==> src/hdl/gmr_pkg.sv <==
// Shared types, constants and helper functions of the gamepad record mapper.
// No dependencies; imported by every module of the block.
package gmr_pkg;

    // Stream payload widths
    localparam int IN_TDATA_W  = 80;
    localparam int IN_TUSER_W  = 2;
    localparam int OUT_TDATA_W = 104;

    // Configuration port
    localparam int CFG_INDEX_W = 2;
    localparam int CFG_DATA_W  = 16;
    localparam logic [CFG_INDEX_W-1:0] REG_RECORD_BASE = 2'd0;
    localparam logic [CFG_INDEX_W-1:0] REG_DEAD_ZONE   = 2'd1;

    // Record layout and constant values
    localparam int RECORD_BYTES = 10;
    localparam int BYTE_IDX_W   = 4;
    localparam logic [15:0] BASE_UNMAPPED   = 16'hFFFF;
    localparam logic [6:0]  DEAD_ZONE_RESET = 7'd32;
    localparam logic [7:0]  BIT_CONNECTED   = 8'h80;
    localparam logic [7:0]  BIT_SONY        = 8'h40;
    localparam logic [7:0]  BIT_L2          = 8'h01;
    localparam logic [7:0]  BIT_R2          = 8'h02;
    localparam logic [7:0]  TRIG_FULL       = 8'd255;
    localparam logic [4:0]  BTN_COUNT       = 5'd17;

    localparam logic [BYTE_IDX_W-1:0] REC_STATUS  = 4'd0;
    localparam logic [BYTE_IDX_W-1:0] REC_BTN_LOW = 4'd2;
    localparam logic [BYTE_IDX_W-1:0] REC_BTN_HI  = 4'd3;

    typedef logic [RECORD_BYTES-1:0][7:0] record_t;

    typedef enum logic [1:0] {
        CMD_REPORT  = 2'd0,
        CMD_BUTTON  = 2'd1,
        CMD_CONNECT = 2'd2
    } cmd_t;

    typedef enum logic {
        ST_IDLE = 1'b0,
        ST_EXEC = 1'b1
    } state_t;

    // Input tdata layout, lowest field declared last
    typedef struct packed {
        logic [3:0]        pad;
        logic [4:0]        button_id;
        logic              flag;
        logic [7:0]        rt;
        logic [7:0]        lt;
        logic signed [7:0] ry;
        logic signed [7:0] rx;
        logic signed [7:0] ly;
        logic signed [7:0] lx;
        logic [15:0]       buttons;
        logic [3:0]        dpad;
        logic [1:0]        player;
    } in_item_t;

    // Output tdata layout, lowest field declared last
    typedef struct packed {
        logic [5:0]        pad;
        logic [7:0]        out_rt;
        logic [7:0]        out_lt;
        logic signed [7:0] out_ry;
        logic signed [7:0] out_rx;
        logic signed [7:0] out_ly;
        logic signed [7:0] out_lx;
        logic [7:0]        buttons_high;
        logic [7:0]        buttons_low;
        logic [7:0]        sticks_byte;
        logic [7:0]        status_byte;
        logic [1:0]        out_player;
        logic [15:0]       record_addr;
    } out_item_t;

    // Controller to datapath commands
    typedef struct packed {
        logic load_in;
        logic commit;
    } dp_cmd_t;

    // Datapath to controller status
    typedef struct packed {
        logic emit;
        logic out_free;
    } dp_stat_t;

    typedef struct packed {
        logic [BYTE_IDX_W-1:0] idx;
        logic [7:0]            mask;
    } btn_loc_t;

    // Record byte and bit for a mapped button id
    function automatic btn_loc_t btn_loc(input logic [4:0] bid);
        btn_loc_t loc;
        loc.idx  = REC_STATUS;
        loc.mask = 8'h00;
        case (bid)
            5'd0:  begin loc.idx = REC_STATUS;  loc.mask = 8'h01; end
            5'd1:  begin loc.idx = REC_STATUS;  loc.mask = 8'h02; end
            5'd2:  begin loc.idx = REC_STATUS;  loc.mask = 8'h04; end
            5'd3:  begin loc.idx = REC_STATUS;  loc.mask = 8'h08; end
            5'd4:  begin loc.idx = REC_BTN_LOW; loc.mask = 8'h01; end
            5'd5:  begin loc.idx = REC_BTN_LOW; loc.mask = 8'h02; end
            5'd6:  begin loc.idx = REC_BTN_LOW; loc.mask = 8'h08; end
            5'd7:  begin loc.idx = REC_BTN_LOW; loc.mask = 8'h10; end
            5'd8:  begin loc.idx = REC_BTN_LOW; loc.mask = 8'h40; end
            5'd9:  begin loc.idx = REC_BTN_LOW; loc.mask = 8'h80; end
            5'd10: begin loc.idx = REC_BTN_HI;  loc.mask = 8'h01; end
            5'd11: begin loc.idx = REC_BTN_HI;  loc.mask = 8'h02; end
            5'd12: begin loc.idx = REC_BTN_HI;  loc.mask = 8'h04; end
            5'd13: begin loc.idx = REC_BTN_HI;  loc.mask = 8'h08; end
            5'd14: begin loc.idx = REC_BTN_HI;  loc.mask = 8'h10; end
            5'd15: begin loc.idx = REC_BTN_HI;  loc.mask = 8'h20; end
            5'd16: begin loc.idx = REC_BTN_HI;  loc.mask = 8'h40; end
            default: begin loc.idx = REC_STATUS; loc.mask = 8'h00; end
        endcase
        return loc;
    endfunction

    // Encode one stick to a hat: deadzone, then 2:1 cardinal/diagonal split
    function automatic logic [3:0] stick_hat(input logic signed [7:0] x,
                                             input logic signed [7:0] y,
                                             input logic [6:0] dz);
        logic [7:0] ax;
        logic [7:0] ay;
        logic [3:0] v;
        logic [3:0] h;
        logic [3:0] hat;
        ax  = x[7] ? 8'(-x) : 8'(x);
        ay  = y[7] ? 8'(-y) : 8'(y);
        v   = y[7] ? 4'h1 : 4'h2;
        h   = x[7] ? 4'h4 : 4'h8;
        if (ax <= {1'b0, dz} && ay <= {1'b0, dz}) begin
            hat = 4'h0;
        end else if ({1'b0, ay} >= {ax, 1'b0}) begin
            hat = v;
        end else if ({1'b0, ax} >= {ay, 1'b0}) begin
            hat = h;
        end else begin
            hat = v | h;
        end
        return hat;
    endfunction

endpackage

==> src/hdl/gmr_ctrl.sv <==
// Controller of the gamepad record mapper: load an item, then commit it.
// Depends on gmr_pkg for the state, command and status types.
module gmr_ctrl (
    input  logic              aclk,
    input  logic              aresetn,
    input  logic              s_tvalid,
    output logic              s_tready,
    input  gmr_pkg::dp_stat_t stat,
    output gmr_pkg::dp_cmd_t  cmd
);
    import gmr_pkg::*;

    state_t state_reg;
    state_t state_next;

    // State register
    always_ff @(posedge aclk) begin
        if (!aresetn) begin
            state_reg <= ST_IDLE;
        end else begin
            state_reg <= state_next;
        end
    end

    // Next state and commands
    always_comb begin
        state_next  = state_reg;
        s_tready    = 1'b0;
        cmd.load_in = 1'b0;
        cmd.commit  = 1'b0;
        case (state_reg)
            ST_IDLE: begin
                s_tready = 1'b1;
                if (s_tvalid) begin
                    cmd.load_in = 1'b1;
                    state_next  = ST_EXEC;
                end
            end
            ST_EXEC: begin
                // hold while a result must go out and the output is still full
                if (!stat.emit || stat.out_free) begin
                    cmd.commit = 1'b1;
                    state_next = ST_IDLE;
                end
            end
            default: begin
                state_next = ST_IDLE;
            end
        endcase
    end

endmodule

==> src/hdl/gmr_datapath.sv <==
// Datapath of the gamepad record mapper: config registers, record store,
// command decode and record update, output register. Depends on gmr_pkg.
module gmr_datapath #(
    parameter int NUM_PLAYERS = 4
) (
    input  logic                             aclk,
    input  logic                             aresetn,
    input  logic                             cfg_we,
    input  logic [gmr_pkg::CFG_INDEX_W-1:0]  cfg_index,
    input  logic [gmr_pkg::CFG_DATA_W-1:0]   cfg_wdata,
    input  logic [gmr_pkg::IN_TDATA_W-1:0]   s_tdata,
    input  logic [gmr_pkg::IN_TUSER_W-1:0]   s_tuser,
    input  logic                             m_tready,
    output logic                             m_tvalid,
    output logic [gmr_pkg::OUT_TDATA_W-1:0]  m_tdata,
    input  gmr_pkg::dp_cmd_t                 cmd,
    output gmr_pkg::dp_stat_t                stat
);
    import gmr_pkg::*;

    localparam int PIDX_W  = (NUM_PLAYERS > 1) ? $clog2(NUM_PLAYERS) : 1;
    localparam int PCMP_W  = ($clog2(NUM_PLAYERS + 1) > 3) ? $clog2(NUM_PLAYERS + 1) : 3;
    localparam int STORE_BYTES = NUM_PLAYERS * RECORD_BYTES;
    localparam logic [16:0] BASE_LIMIT = 17'(65536 - STORE_BYTES);

    logic [15:0]            record_base_reg;
    logic [6:0]             dead_zone_reg;
    in_item_t               in_reg;
    logic [IN_TUSER_W-1:0]  kind_reg;
    record_t                rec_mem [NUM_PLAYERS];
    record_t                rec_rd_reg;
    logic [NUM_PLAYERS-1:0] rec_valid_reg;
    out_item_t              out_reg;
    logic                   out_valid_reg;
    logic                   out_valid_next;

    in_item_t          s_item;
    logic [PIDX_W-1:0] s_pidx;
    logic [PIDX_W-1:0] pidx;
    logic              player_ok;
    logic              touch;
    logic              emit;
    record_t           rec_old;
    record_t           rec_new;
    btn_loc_t          loc;
    logic [7:0]        b1;
    logic [7:0]        lt_c;
    logic [7:0]        rt_c;
    logic [15:0]       record_addr;

    // Configuration writes; reject bases whose records would wrap past the top
    always_ff @(posedge aclk) begin
        if (!aresetn) begin
            record_base_reg <= BASE_UNMAPPED;
            dead_zone_reg   <= DEAD_ZONE_RESET;
        end else if (cfg_we) begin
            case (cfg_index)
                REG_RECORD_BASE: begin
                    if (cfg_wdata == BASE_UNMAPPED || {1'b0, cfg_wdata} <= BASE_LIMIT) begin
                        record_base_reg <= cfg_wdata;
                    end
                end
                REG_DEAD_ZONE: begin
                    dead_zone_reg <= cfg_wdata[6:0];
                end
                default: begin
                end
            endcase
        end
    end

    assign s_item = in_item_t'(s_tdata);
    assign s_pidx = PIDX_W'(s_item.player);

    // Capture the accepted item and read its player's record
    always_ff @(posedge aclk) begin
        if (cmd.load_in) begin
            in_reg     <= s_item;
            kind_reg   <= s_tuser;
            rec_rd_reg <= rec_mem[s_pidx];
        end
    end

    // Decode the held item
    assign pidx      = PIDX_W'(in_reg.player);
    assign player_ok = PCMP_W'(in_reg.player) < PCMP_W'(NUM_PLAYERS);
    assign rec_old   = (player_ok && rec_valid_reg[pidx]) ? rec_rd_reg : '0;
    assign loc       = btn_loc(in_reg.button_id);

    // Trigger coupling with the L2/R2 bits
    always_comb begin
        b1   = in_reg.buttons[15:8];
        lt_c = (b1[0] && in_reg.lt == 8'd0) ? TRIG_FULL : in_reg.lt;
        rt_c = (b1[1] && in_reg.rt == 8'd0) ? TRIG_FULL : in_reg.rt;
        if (lt_c > {1'b0, dead_zone_reg}) begin
            b1 = b1 | BIT_L2;
        end
        if (rt_c > {1'b0, dead_zone_reg}) begin
            b1 = b1 | BIT_R2;
        end
    end

    // Build the updated record
    always_comb begin
        rec_new = rec_old;
        touch   = 1'b0;
        case (kind_reg)
            CMD_REPORT: begin
                touch      = player_ok;
                rec_new[0] = 8'(in_reg.dpad) | BIT_CONNECTED
                             | (in_reg.flag ? BIT_SONY : 8'h00);
                rec_new[1] = {stick_hat(in_reg.rx, in_reg.ry, dead_zone_reg),
                              stick_hat(in_reg.lx, in_reg.ly, dead_zone_reg)};
                rec_new[2] = in_reg.buttons[7:0];
                rec_new[3] = b1;
                rec_new[4] = in_reg.lx;
                rec_new[5] = in_reg.ly;
                rec_new[6] = in_reg.rx;
                rec_new[7] = in_reg.ry;
                rec_new[8] = lt_c;
                rec_new[9] = rt_c;
            end
            CMD_BUTTON: begin
                touch = player_ok && (in_reg.button_id < BTN_COUNT);
                if (in_reg.flag) begin
                    rec_new[loc.idx] = rec_old[loc.idx] | loc.mask;
                end else begin
                    rec_new[loc.idx] = rec_old[loc.idx] & ~loc.mask;
                end
            end
            CMD_CONNECT: begin
                touch = player_ok;
                if (in_reg.flag) begin
                    rec_new[0] = rec_old[0] | BIT_CONNECTED;
                end else begin
                    rec_new = '0;
                end
            end
            default: begin
                touch = 1'b0;
            end
        endcase
    end

    assign emit        = touch && (record_base_reg != BASE_UNMAPPED);
    assign record_addr = record_base_reg + 16'(16'(in_reg.player) * 16'(RECORD_BYTES));

    // Write back the record on commit
    always_ff @(posedge aclk) begin
        if (cmd.commit && touch) begin
            rec_mem[pidx] <= rec_new;
        end
    end

    always_ff @(posedge aclk) begin
        if (!aresetn) begin
            rec_valid_reg <= '0;
        end else if (cmd.commit && touch) begin
            rec_valid_reg[pidx] <= 1'b1;
        end
    end

    // Output register: load on commit, drop when taken
    always_comb begin
        out_valid_next = out_valid_reg;
        if (cmd.commit && emit) begin
            out_valid_next = 1'b1;
        end else if (m_tready) begin
            out_valid_next = 1'b0;
        end
    end

    always_ff @(posedge aclk) begin
        if (!aresetn) begin
            out_valid_reg <= 1'b0;
        end else begin
            out_valid_reg <= out_valid_next;
        end
    end

    always_ff @(posedge aclk) begin
        if (cmd.commit && emit) begin
            out_reg.pad          <= '0;
            out_reg.record_addr  <= record_addr;
            out_reg.out_player   <= in_reg.player;
            out_reg.status_byte  <= rec_new[0];
            out_reg.sticks_byte  <= rec_new[1];
            out_reg.buttons_low  <= rec_new[2];
            out_reg.buttons_high <= rec_new[3];
            out_reg.out_lx       <= rec_new[4];
            out_reg.out_ly       <= rec_new[5];
            out_reg.out_rx       <= rec_new[6];
            out_reg.out_ry       <= rec_new[7];
            out_reg.out_lt       <= rec_new[8];
            out_reg.out_rt       <= rec_new[9];
        end
    end

    assign m_tvalid      = out_valid_reg;
    assign m_tdata       = OUT_TDATA_W'(out_reg);
    assign stat.emit     = emit;
    assign stat.out_free = !out_valid_reg || m_tready;

endmodule

==> src/hdl/gamepad_record_mapper.sv <==
// Flow: an accepted item is held in the input register; from the EXEC state the controller commits it,
// which updates its record and loads any result into the output register. No new item is taken
// until the held one is committed, and the commit waits while the output stalls.
// Reset: synchronous, active low; every record reads as zero (disconnected),
// the base is unmapped and the dead zone is 32, at once with no clearing pass.
module gamepad_record_mapper #(
    parameter int NUM_PLAYERS = 4
) (
    input  logic                             aclk,
    input  logic                             aresetn,
    // configuration write port
    input  logic                             cfg_we,
    input  logic [gmr_pkg::CFG_INDEX_W-1:0]  cfg_index,
    input  logic [gmr_pkg::CFG_DATA_W-1:0]   cfg_wdata,
    // command items
    input  logic                             s_tvalid,
    output logic                             s_tready,
    // player, dpad, buttons, lx, ly, rx, ry, lt, rt, flag, button_id, zero pad
    input  logic [gmr_pkg::IN_TDATA_W-1:0]   s_tdata,
    // cmd
    input  logic [gmr_pkg::IN_TUSER_W-1:0]   s_tuser,
    // record items
    output logic                             m_tvalid,
    input  logic                             m_tready,
    // record_addr, out_player, status_byte, sticks_byte, buttons_low,
    // buttons_high, out_lx, out_ly, out_rx, out_ry, out_lt, out_rt, zero pad
    output logic [gmr_pkg::OUT_TDATA_W-1:0]  m_tdata
);
    import gmr_pkg::*;

    dp_cmd_t  dp_cmd;
    dp_stat_t dp_stat;

    gmr_ctrl u_ctrl (
        .aclk     (aclk),
        .aresetn  (aresetn),
        .s_tvalid (s_tvalid),
        .s_tready (s_tready),
        .stat     (dp_stat),
        .cmd      (dp_cmd)
    );

    gmr_datapath #(
        .NUM_PLAYERS (NUM_PLAYERS)
    ) u_dp (
        .aclk      (aclk),
        .aresetn   (aresetn),
        .cfg_we    (cfg_we),
        .cfg_index (cfg_index),
        .cfg_wdata (cfg_wdata),
        .s_tdata   (s_tdata),
        .s_tuser   (s_tuser),
        .m_tready  (m_tready),
        .m_tvalid  (m_tvalid),
        .m_tdata   (m_tdata),
        .cmd       (dp_cmd),
        .stat      (dp_stat)
    );

endmodule

==> config.mk <==
export PLATFORM = sky130hd
export DESIGN_NAME = gamepad_record_mapper
export DESIGN_NICKNAME = d
export VERILOG_FILES = /design/src/hdl/gmr_pkg.sv /design/src/hdl/gmr_ctrl.sv /design/src/hdl/gmr_datapath.sv /design/src/hdl/gamepad_record_mapper.sv
export SDC_FILE = /design/constraint.sdc
export NUM_CORES = 1
export LEC_CHECK = 0
export ABC_CLOCK_PERIOD_IN_PS = 8039
export BUFFER_PORTS_ARGS = -buffer_cell sky130_fd_sc_hd__clkbuf_2
export CORE_ASPECT_RATIO = 0.7
export CORE_UTILIZATION = 60
export DETAILED_ROUTE_END_ITERATION = 10
export PLACE_DENSITY = 0.86
export SLEW_MARGIN = 25
export SYNTH_ARGS = -nofsm -noshare
export SYNTH_HDL_FRONTEND = slang
export SYNTH_SLANG_ARGS = --single-unit
==> constraint.sdc <==
create_clock -name aclk -period 8.04 [get_ports aclk]
set_input_delay 0.402 -clock aclk [delete_from_list [all_inputs] [get_ports aclk]]
set_output_delay 0.402 -clock aclk [all_outputs]
set_load 0.02 [all_outputs]
==> results of run 1 <==
-- worst paths after layout --
check / startpoint / endpoint / slack, ps / depth (start not counted)
max: u_dp.kind_reg[0] / u_dp.rec_mem[3][53] / 4200 / 6
max reg2reg: u_dp.kind_reg[0] / u_dp.rec_mem[3][53] / 4200 / 6
min reg2reg: u_dp.record_base_reg[0] / u_dp.m_tdata[0] / 490 / 0
min: s_tdata[29] / u_dp.in_reg[29] / 20 / 1
-- placed cells by master, fill, tap and decap left out, types with 15 or more instances in the layout --
master / count
nor2b_1: 20
buf_4: 16
mux2i_1: 27
nand2_1: 95
clkbuf_16: 56
o21ai_0: 64
a22oi_1: 24
dfxtp_1: 39
xnor2_1: 21
a22o_1: 37
or2_2: 15
inv_1: 48
nand2b_1: 20
nand3_1: 22
a21oi_1: 43
ha_1: 72
nor2_1: 37
edfxtp_1: 576
mux4_2: 86
clkbuf_2: 198
dlygate4sd3_1: 71
-- report_power, final --
| part | switching, mW | total (mW) | internal (mW) |
|---|---|---|---|
| clock network | 1.17 | 2.78 | 1.61 |
| registers | 0.0763 | 3.71 | 3.63 |
| logic | 0.353 | 0.588 | 0.236 |
-- cell families after synthesis --
kind of cell	after synthesis	share of synthesized area
and+or+nand+nor	272	0.05413
buffers and inverters	108	0.01771
DFF	615	0.7228
other	1	0.0001499
adders and majority gates	75	0.03767
xor gates and xnor gates	35	0.01256
AOI/OAI and AO/OA	243	0.06494
muxes	117	0.09005
-- cell type report --
cell class,instances,share of cell area
antenna,1,0.00008551
clock buffer,67,0.04929
clock inverter,37,0.01573
inverter,50,0.006456
multi-input combinational,748,0.2248
sequential,615,0.6177
tap,544,0.02326
timing repair buffer,286,0.06263
-- what timing repair did --
action	4_1_cts	5_1_grt
endpoints found under the hold margin	69	2
gates resized for setup	0	0
hold buffers	69	2
setup endpoints to repair	0	0
-- per-layer routing --
metal	share of wire	vias to the layer above	GRT usage
met1	0.41	7356	0.4139
li1	-	6356	-
met4	0.023	0	0.08126
met5	0	-	0
met3	0.092	109	0.05712
met2	0.48	788	0.4415
-- critical path, cell delays in order (launching register included) --
cell	delay, ps
edfxtp_1	840
o21ai_1	330
o41a_1	230
a21oi_1	210
nand2_1	160
nor2_4	740
buf_4	890
==> flow_summary.ini, run 1 <==
[clocking]
clock-sinks = 615
clock_latency_ps = 610
cts_made_buffers = 55
cts_buffer_depth = 3
cts_setup_buffers = 0
cts_root_buf = clkbuf_16
cts_tree = yes
htreeDepth = 2
path_clk_slew_ps = 70

[yosys]
syn-cell-area_mm2 = 0.02501
syn_inst = 1466
synth_edf_count = 576
ys_ff_latch = 615
synth_cell_types = 73
yosysTopAreaCell = edfxtp_1
ys_seq_area_frac = 0.7228
synth_commonest_cells = edfxtp_1, nand2_1, mux4_2
synthMostInstantiatedCell = edfxtp_1
yosysWarnings = 0
synth_ff_type = edfxtp_1
syn_avg_cell_area_um2 = 17.06
synth-async-reset-ratio = 0
synth_top_area_share = 0.6916
synthTopCellsByArea = edfxtp_1, mux4_2, ha_1

[final_layout]
area_growth_pct = 17.01
utilization = 0.7132
final_cells = 2348
multiInputGateArea_mm2 = 0.006580
fin_area_mm2 = 0.02927
sequential_cell_area_mm2 = 0.01808
fin_nets = 1934
nFillCells = 2484
largest_register_ff_count = 320
drive_above_1_share = 0.2357

[detailed_routing]
drc_errors = 0
drt_iter0_drc = 1580
viasPerCell = 6.222
vias = 14610
ant_nets = 0
first_pass_iters = 5
drt-total-wl_um = 59370
routed_wire_length_per_instance_um = 25.29

[worst_hold_path]
min_path_type = in2reg

[global_routing]
grt_overflow_total = 0
grt_max_degree = 80
grt_pass1_wl_um = 89130
antenna_found_initial = 1
grt_pass1_vias = 14560
grt_usage = 0.2844

[floorplan]
fp.dieH_um = 172.8
io_pins = 211
core_area_mm2 = 0.04104
dieArea_mm2 = 0.04252
start_util = 0.6095
row_count = 62
die_w_um = 246.0

[place]
gp_congestion = 0.8891
port_buffers = 200
dp.cells = 2172
place_ws_ps = 4188
place_hpwl_um = 35190
dpl_cell_area_mm2 = 0.02664

[power]
finalPower_mw = 7.079
leakage_nw = 10.43
vdd_drop_max_uv = 220.3
power_density_mw_per_mm2 = 241.9

[worst_setup_path]
worstSetupPathType = reg2reg
critPathMaxFanout = 57
crit_arrival_ps = 4050
end_kind = register
start_kind = register
worstPathRequired_ps = 8260

[timing]
setup_viol_count_final = 0
setup_ws_ps = 4204
finClkSkew_ps = 25.17
rsz0062_at_grt = no
drv_slew = 0
fmax_mhz = 260.7
fin_crit_ps = 3836
fin_crit_sh = 0.4771
max-slew-margin-rel = 0.3302
hold_viol = 0
worst_pin_slew_ps = 1005
whs_ps = 18.13
setup_tns_ps = 0

[outcome]
status = finished clean

[run]
max_cap_viol_count = 0
No activity file was read; power rests on OpenSTA's default activity.
==> inputs of run 2 (changes only) <==
- ABC_CLOCK_PERIOD_IN_PS: 8039 -> 3300
- CORE_UTILIZATION: 60 -> 54
- PLACE_DENSITY: 0.86 -> 0.82
- clock period: 8.04 -> 3.3 ns (I/O delays scaled with it)
==> run 2 against run 1 <==
Compared with the run above: sequential power grew 140%; register-to-register slack worse by 4200 ps; total power increased by 140%; sequential cell count unchanged; routed wire length down 0.76%; sequential share of layout area shrank 1.8 points; fmax is 18% higher; clock skew down 1.2 ps; global-route usage is 3.2 points lower; final area grew 2.9%.
==> flow_summary.ini, run 2 (same netlist as run 1, synthesis figures left out) <==
[global_routing]
grt_usage = 0.2522
antenna_found_initial = 0
met1_usage = 0.3635
grt_max_degree = 83
grtUsageMet3 = 0.04736
grt_pass1_vias = 14980
grt_pass1_wl_um = 88750
grt_overflow_total = 0
busiest_layer = met2
use_met2 = 0.3983

[detailed_routing]
first_pass_iters = 5
drt-total-wl_um = 58920
drc_errors = 0
routed_wire_length_per_instance_um = 23.74
ant_nets = 0
drt_iter0_drc = 1402
viasPerCell = 5.934
vias = 14730

[timing]
hold_viol = 0
rsz0062_at_grt = yes
max-slew-margin-rel = 0.3421
finClkSkew_ps = 23.99
setup_tns_ps = 0
fin_crit_ps = 3257
worst_pin_slew_ps = 986.9
fin_crit_sh = 0.9870
drv_slew = 0
whs_ps = 39.97
fmax_mhz = 307.0
setup_ws_ps = 42.88
setup_viol_count_final = 0

[run]
max_cap_viol_count = 0

[worst_setup_path]
critPathMaxFanout = 5
crit_end = u_dp.m_tdata[29]
cp-startpoint = u_dp.in_reg[23]
r2r-end = u_dp.m_tdata[29]
reg2reg_depth = 11
r2r_setup_slack_ps = 40
worstPathRequired_ps = 3610
end_kind = register
crit_arrival_ps = 3570
start_kind = register
reg2reg_from = u_dp.in_reg[23]
worstSetupPathType = reg2reg

[floorplan]
core_area_mm2 = 0.04538
die_w_um = 259.2
row_count = 65
io_pins = 211
start_util = 0.5511
fp.dieH_um = 182.1
dieArea_mm2 = 0.04719

[place]
port_buffers = 200
dpl_cell_area_mm2 = 0.02722
place_ws_ps = -130.4
place_hpwl_um = 37620
gp_congestion = 0.9454

[power]
leakage_nw = 10.78
power_density_mw_per_mm2 = 557.8
vdd_drop_max_uv = 450.8

[outcome]
status = finished clean

[clocking]
path_clk_slew_ps = 60
cts_made_buffers = 56
clock_latency_ps = 600
clock-sinks = 615
cts_root_buf = clkbuf_16
cts_tree = yes
cts_buffer_depth = 3
htreeDepth = 2

[final_layout]
antenna_cells = 0
final_cell_mix = edfxtp_1, clkbuf_2, nand2_1, dlygate4sd3_1, mux4_2
mostFrequentLayoutCell = edfxtp_1
fin_nets = 2010
largest_register_ff_count = 320
area_growth_pct = 20.46
drive_above_1_share = 0.2624
fin_area_mm2 = 0.03013

[worst_hold_path]
min_path_type = in2reg
==> run 2: changes by cell type in the layout (fill, tap and decap cells not counted), moves of 5 or more <==
| cell | before | now |
|---|---|---|
| buf_12 | 0 | 16 |
| buf_4 | 16 | 54 |
| clkinv_2 | 14 | 9 |
| dlygate4sd3_1 | 71 | 93 |
| bufinv_16 | 10 | 2 |
| clkinv_1 | 8 | 17 |
==> run 2: worst min-delay path by stage <==
stage,from,end,slack [ps],cells after the start
2_1_floorplan,s_tdata[10],u_dp.in_reg[10],260,0
3_3_place_gp,s_tdata[29],u_dp.in_reg[29],340,1
3_5_place_dp,s_tdata[26],u_dp.in_reg[26],340,1
4_1_cts,s_tvalid,u_dp.in_reg[71],20,2
5_1_grt,s_tvalid,u_dp.in_reg[71],20,2
6_report,s_tvalid,u_dp.in_reg[71],40,2
==> run 2: routing by layer <==
layer | wire length, um | up-vias
met4 | 1464 | 0
met5 | 0 | -
li1 | - | 6507
met3 | 4972 | 107
met2 | 27880 | 698
met1 | 24600 | 7415
==> run 2: area by class of cell <==
cell class                 instances  area, um^2
inverter                          50       188.9
sequential                       615       18080
clock inverter                    34       249.0
clock buffer                      71        1509
tap                              603       754.5
timing repair buffer             361        2648
fill                            3010       15250
multi-input combinational        748        6700
==> run 2: where the power goes <==
group,switching (mW),leakage [nW],internal (mW)
combinational,0.906,4.24,0.674
clock,2.80,0.851,3.40
sequential,0.171,5.68,8.85
total,3.88,10.8,12.9
==> run 2: repair_timing <==
item / CTS / global route
gates resized for setup: 11 / 22
hold endpoints to repair: 107 / 0
pin swaps: 6 / 14
hold buffers: 93 / 0
endpoints found under the setup margin: 20 / 50
buffers inserted: 3 / 9
==> run 2: stage by stage <==
step                      total power [mW]    util  std cells
after detailed placement             10.60  0.5998       2272
after CTS                            16.85  0.6609       2473
after floorplan                      10.05       -       1471
after global routing                 17.38  0.6639       2482
after global placement               10.55  0.5998       2272
final                                16.81  0.6639       2482
==> run 2: worst max-delay path, cell delays in order (launching register included) <==
cell      delay (ps)
edfxtp_1         430
inv_2             90
ha_1             150
or3b_4           400
o31ai_4          250
xnor2_2          180
ha_1             300
a21oi_2          150
and3_1           170
a211oi_1          50
o41a_1           380
a221o_1          410
==> inputs of run 3 (changes only) <==
- ABC_AREA: unset -> 1
==> run 3 against run 2 <==
Compared with the run above: cell count is 23% higher; combinational power is 21% higher; clock power is 2% higher; critical endpoint is now u_dp.m_tdata[33].
==> flow_summary.ini, run 3 <==
[outcome]
status = finished clean

[floorplan]
fp.dieH_um = 184.5
io_pins = 211
die_w_um = 262.7
dieArea_mm2 = 0.04847
row_count = 66
core_area_mm2 = 0.04666
start_util = 0.5507

[final_layout]
fin_nets = 2575
utilization = 0.6482
drive_above_1_share = 0.1443
area_growth_pct = 17.72
sequential_cell_area_mm2 = 0.01808
multiInputGateArea_mm2 = 0.006710
final_cell_mix = edfxtp_1, nand2_1, o21ai_0, nor2_1, clkbuf_2
largest_register_ff_count = 320
nFillCells = 3312
fin_area_mm2 = 0.03025
mostFrequentLayoutCell = edfxtp_1

[worst_setup_path]
end_kind = register
critPathMaxFanout = 6
worstSetupPathType = reg2reg
worstPathRequired_ps = 3580
start_kind = register
crit_arrival_ps = 3350

[timing]
finClkSkew_ps = 26.06
worst_pin_slew_ps = 940.1
rsz0062_at_grt = no
setup_tns_ps = 0
setup_ws_ps = 239.5
max-slew-margin-rel = 0.3733
hold_viol = 0
setup_viol_count_final = 0
fin_crit_ps = 3060
fmax_mhz = 326.7
fin_crit_sh = 0.9274
drv_slew = 0

[detailed_routing]
viasPerCell = 6.012
drc_errors = 0
drt-total-wl_um = 66920
first_pass_iters = 9
ant_nets = 0
routed_wire_length_per_instance_um = 21.93
drt_iter0_drc = 2465
vias = 18350

[place]
place_ws_ps = 215.9
gp_congestion = 0.9269
place_hpwl_um = 40490
dpl_cell_area_mm2 = 0.02746
port_buffers = 200

[clocking]
clock-sinks = 615
cts_tree = yes
cts_root_buf = clkbuf_16
cts_buffer_depth = 3
htreeDepth = 2
clock_latency_ps = 600
path_clk_slew_ps = 80
cts_made_buffers = 54

[yosys]
synthMostInstantiatedCell = edfxtp_1
synth_cell_types = 50
ys_seq_area_frac = 0.7036
synth-async-reset-ratio = 0
synth_top_area_share = 0.6732
synth_ff_type = edfxtp_1
synth_edf_count = 576
yosysWarnings = 0
synth_commonest_cells = edfxtp_1, nand2_1, o21ai_0
syn_inst = 2104
syn_avg_cell_area_um2 = 12.21
ys_ff_latch = 615
synthTopCellsByArea = edfxtp_1, o21ai_0, nand2_1
yosysTopAreaCell = edfxtp_1
syn-cell-area_mm2 = 0.02569

[run]
max_cap_viol_count = 0

[power]
power_density_mw_per_mm2 = 573.9
finalPower_mw = 17.36
vdd_drop_max_uv = 406.3
leakage_nw = 11.25

[worst_hold_path]
min_path_type = in2reg

[global_routing]
grt_usage = 0.2739
antenna_found_initial = 1
grt_max_degree = 161
grt_overflow_total = 0
grt_pass1_vias = 17830
grt_pass1_wl_um = 101000
[run 3: kinds of logic after synthesis]
family,Yosys count,share of synthesized area
muxes,1,0.0003896
adders and majority gates,73,0.03584
and+or+nand+nor,685,0.1126
DFF,615,0.7036
buffers and inverters,240,0.03764
AOI/OAI and AO/OA,461,0.1002
other,1,0.0001460
xor gates and xnor gates,28,0.009545
[run 3: where the power goes]
part           switching, mW  internal (mW)  total (mW)
Sequential             0.153           8.95        9.10
Combinational           1.30          0.603        1.91
Clock                   2.82           3.53        6.35
Total                   4.28           13.1        17.4
[run 3: worst max-delay path: stages, from the launching register on]
cell and delay (ps):
edfxtp_1 410, inv_1 200, ha_1 200, nand3_1 100, o31ai_1 280, xor2_1 110
buf_4 160, ha_1 290, inv_1 50, nor2_1 150, nand4_1 110, nand2_1 130
and2_2 200, nor2_1 50, nand2_1 100, nand4_1 200
[run 3: worst paths after layout]
kind                         start                        to  slack (ps)  cells past startpoint
max                u_dp.in_reg[46]          u_dp.m_tdata[33]         240                     15
min reg2reg  u_dp.rec_valid_reg[2]     u_dp.rec_valid_reg[2]         470                      1
min                        aresetn  u_dp.record_base_reg[14]         120                      2
max reg2reg        u_dp.in_reg[46]          u_dp.m_tdata[33]         240                     15
[run 3: metrics by stage]
| step | instances | hold WS, ps |
|---|---|---|
| finish | 3052 | 121.8 |
| global route | 3052 | 128.9 |
| detailed placement | 2852 | 343.6 |
| floorplan | 2109 | 263.9 |
| global placement | 2852 | 343.0 |
| CTS | 3048 | 79.68 |
[run 3: final cells by class]
cell class	instances	area share
Tap cell	612	0.02532
Sequential cell	615	0.5977
Timing Repair Buffer	332	0.07901
Multi-Input combinational cell	1254	0.2219
Inverter	140	0.01791
Clock inverter	27	0.008522
Clock buffer	71	0.04960
Antenna cell	1	0.00008274
[run 3: repair_timing]
item / in CTS / in global routing
buffers inserted: 0 / 3
hold buffers: 98 / 0
setup endpoints to repair: 0 / 25
resized for setup: 0 / 5
hold endpoints to repair: 105 / 0
[run 3: layer usage]
layer  track usage  wire length (um)  up-vias
met5             0                 0        -
met4       0.08682              1670        0
met3       0.05090              6900      142
met2        0.4438             31290     1125
met1        0.3779             27060     8886
li1              -                 -     8197
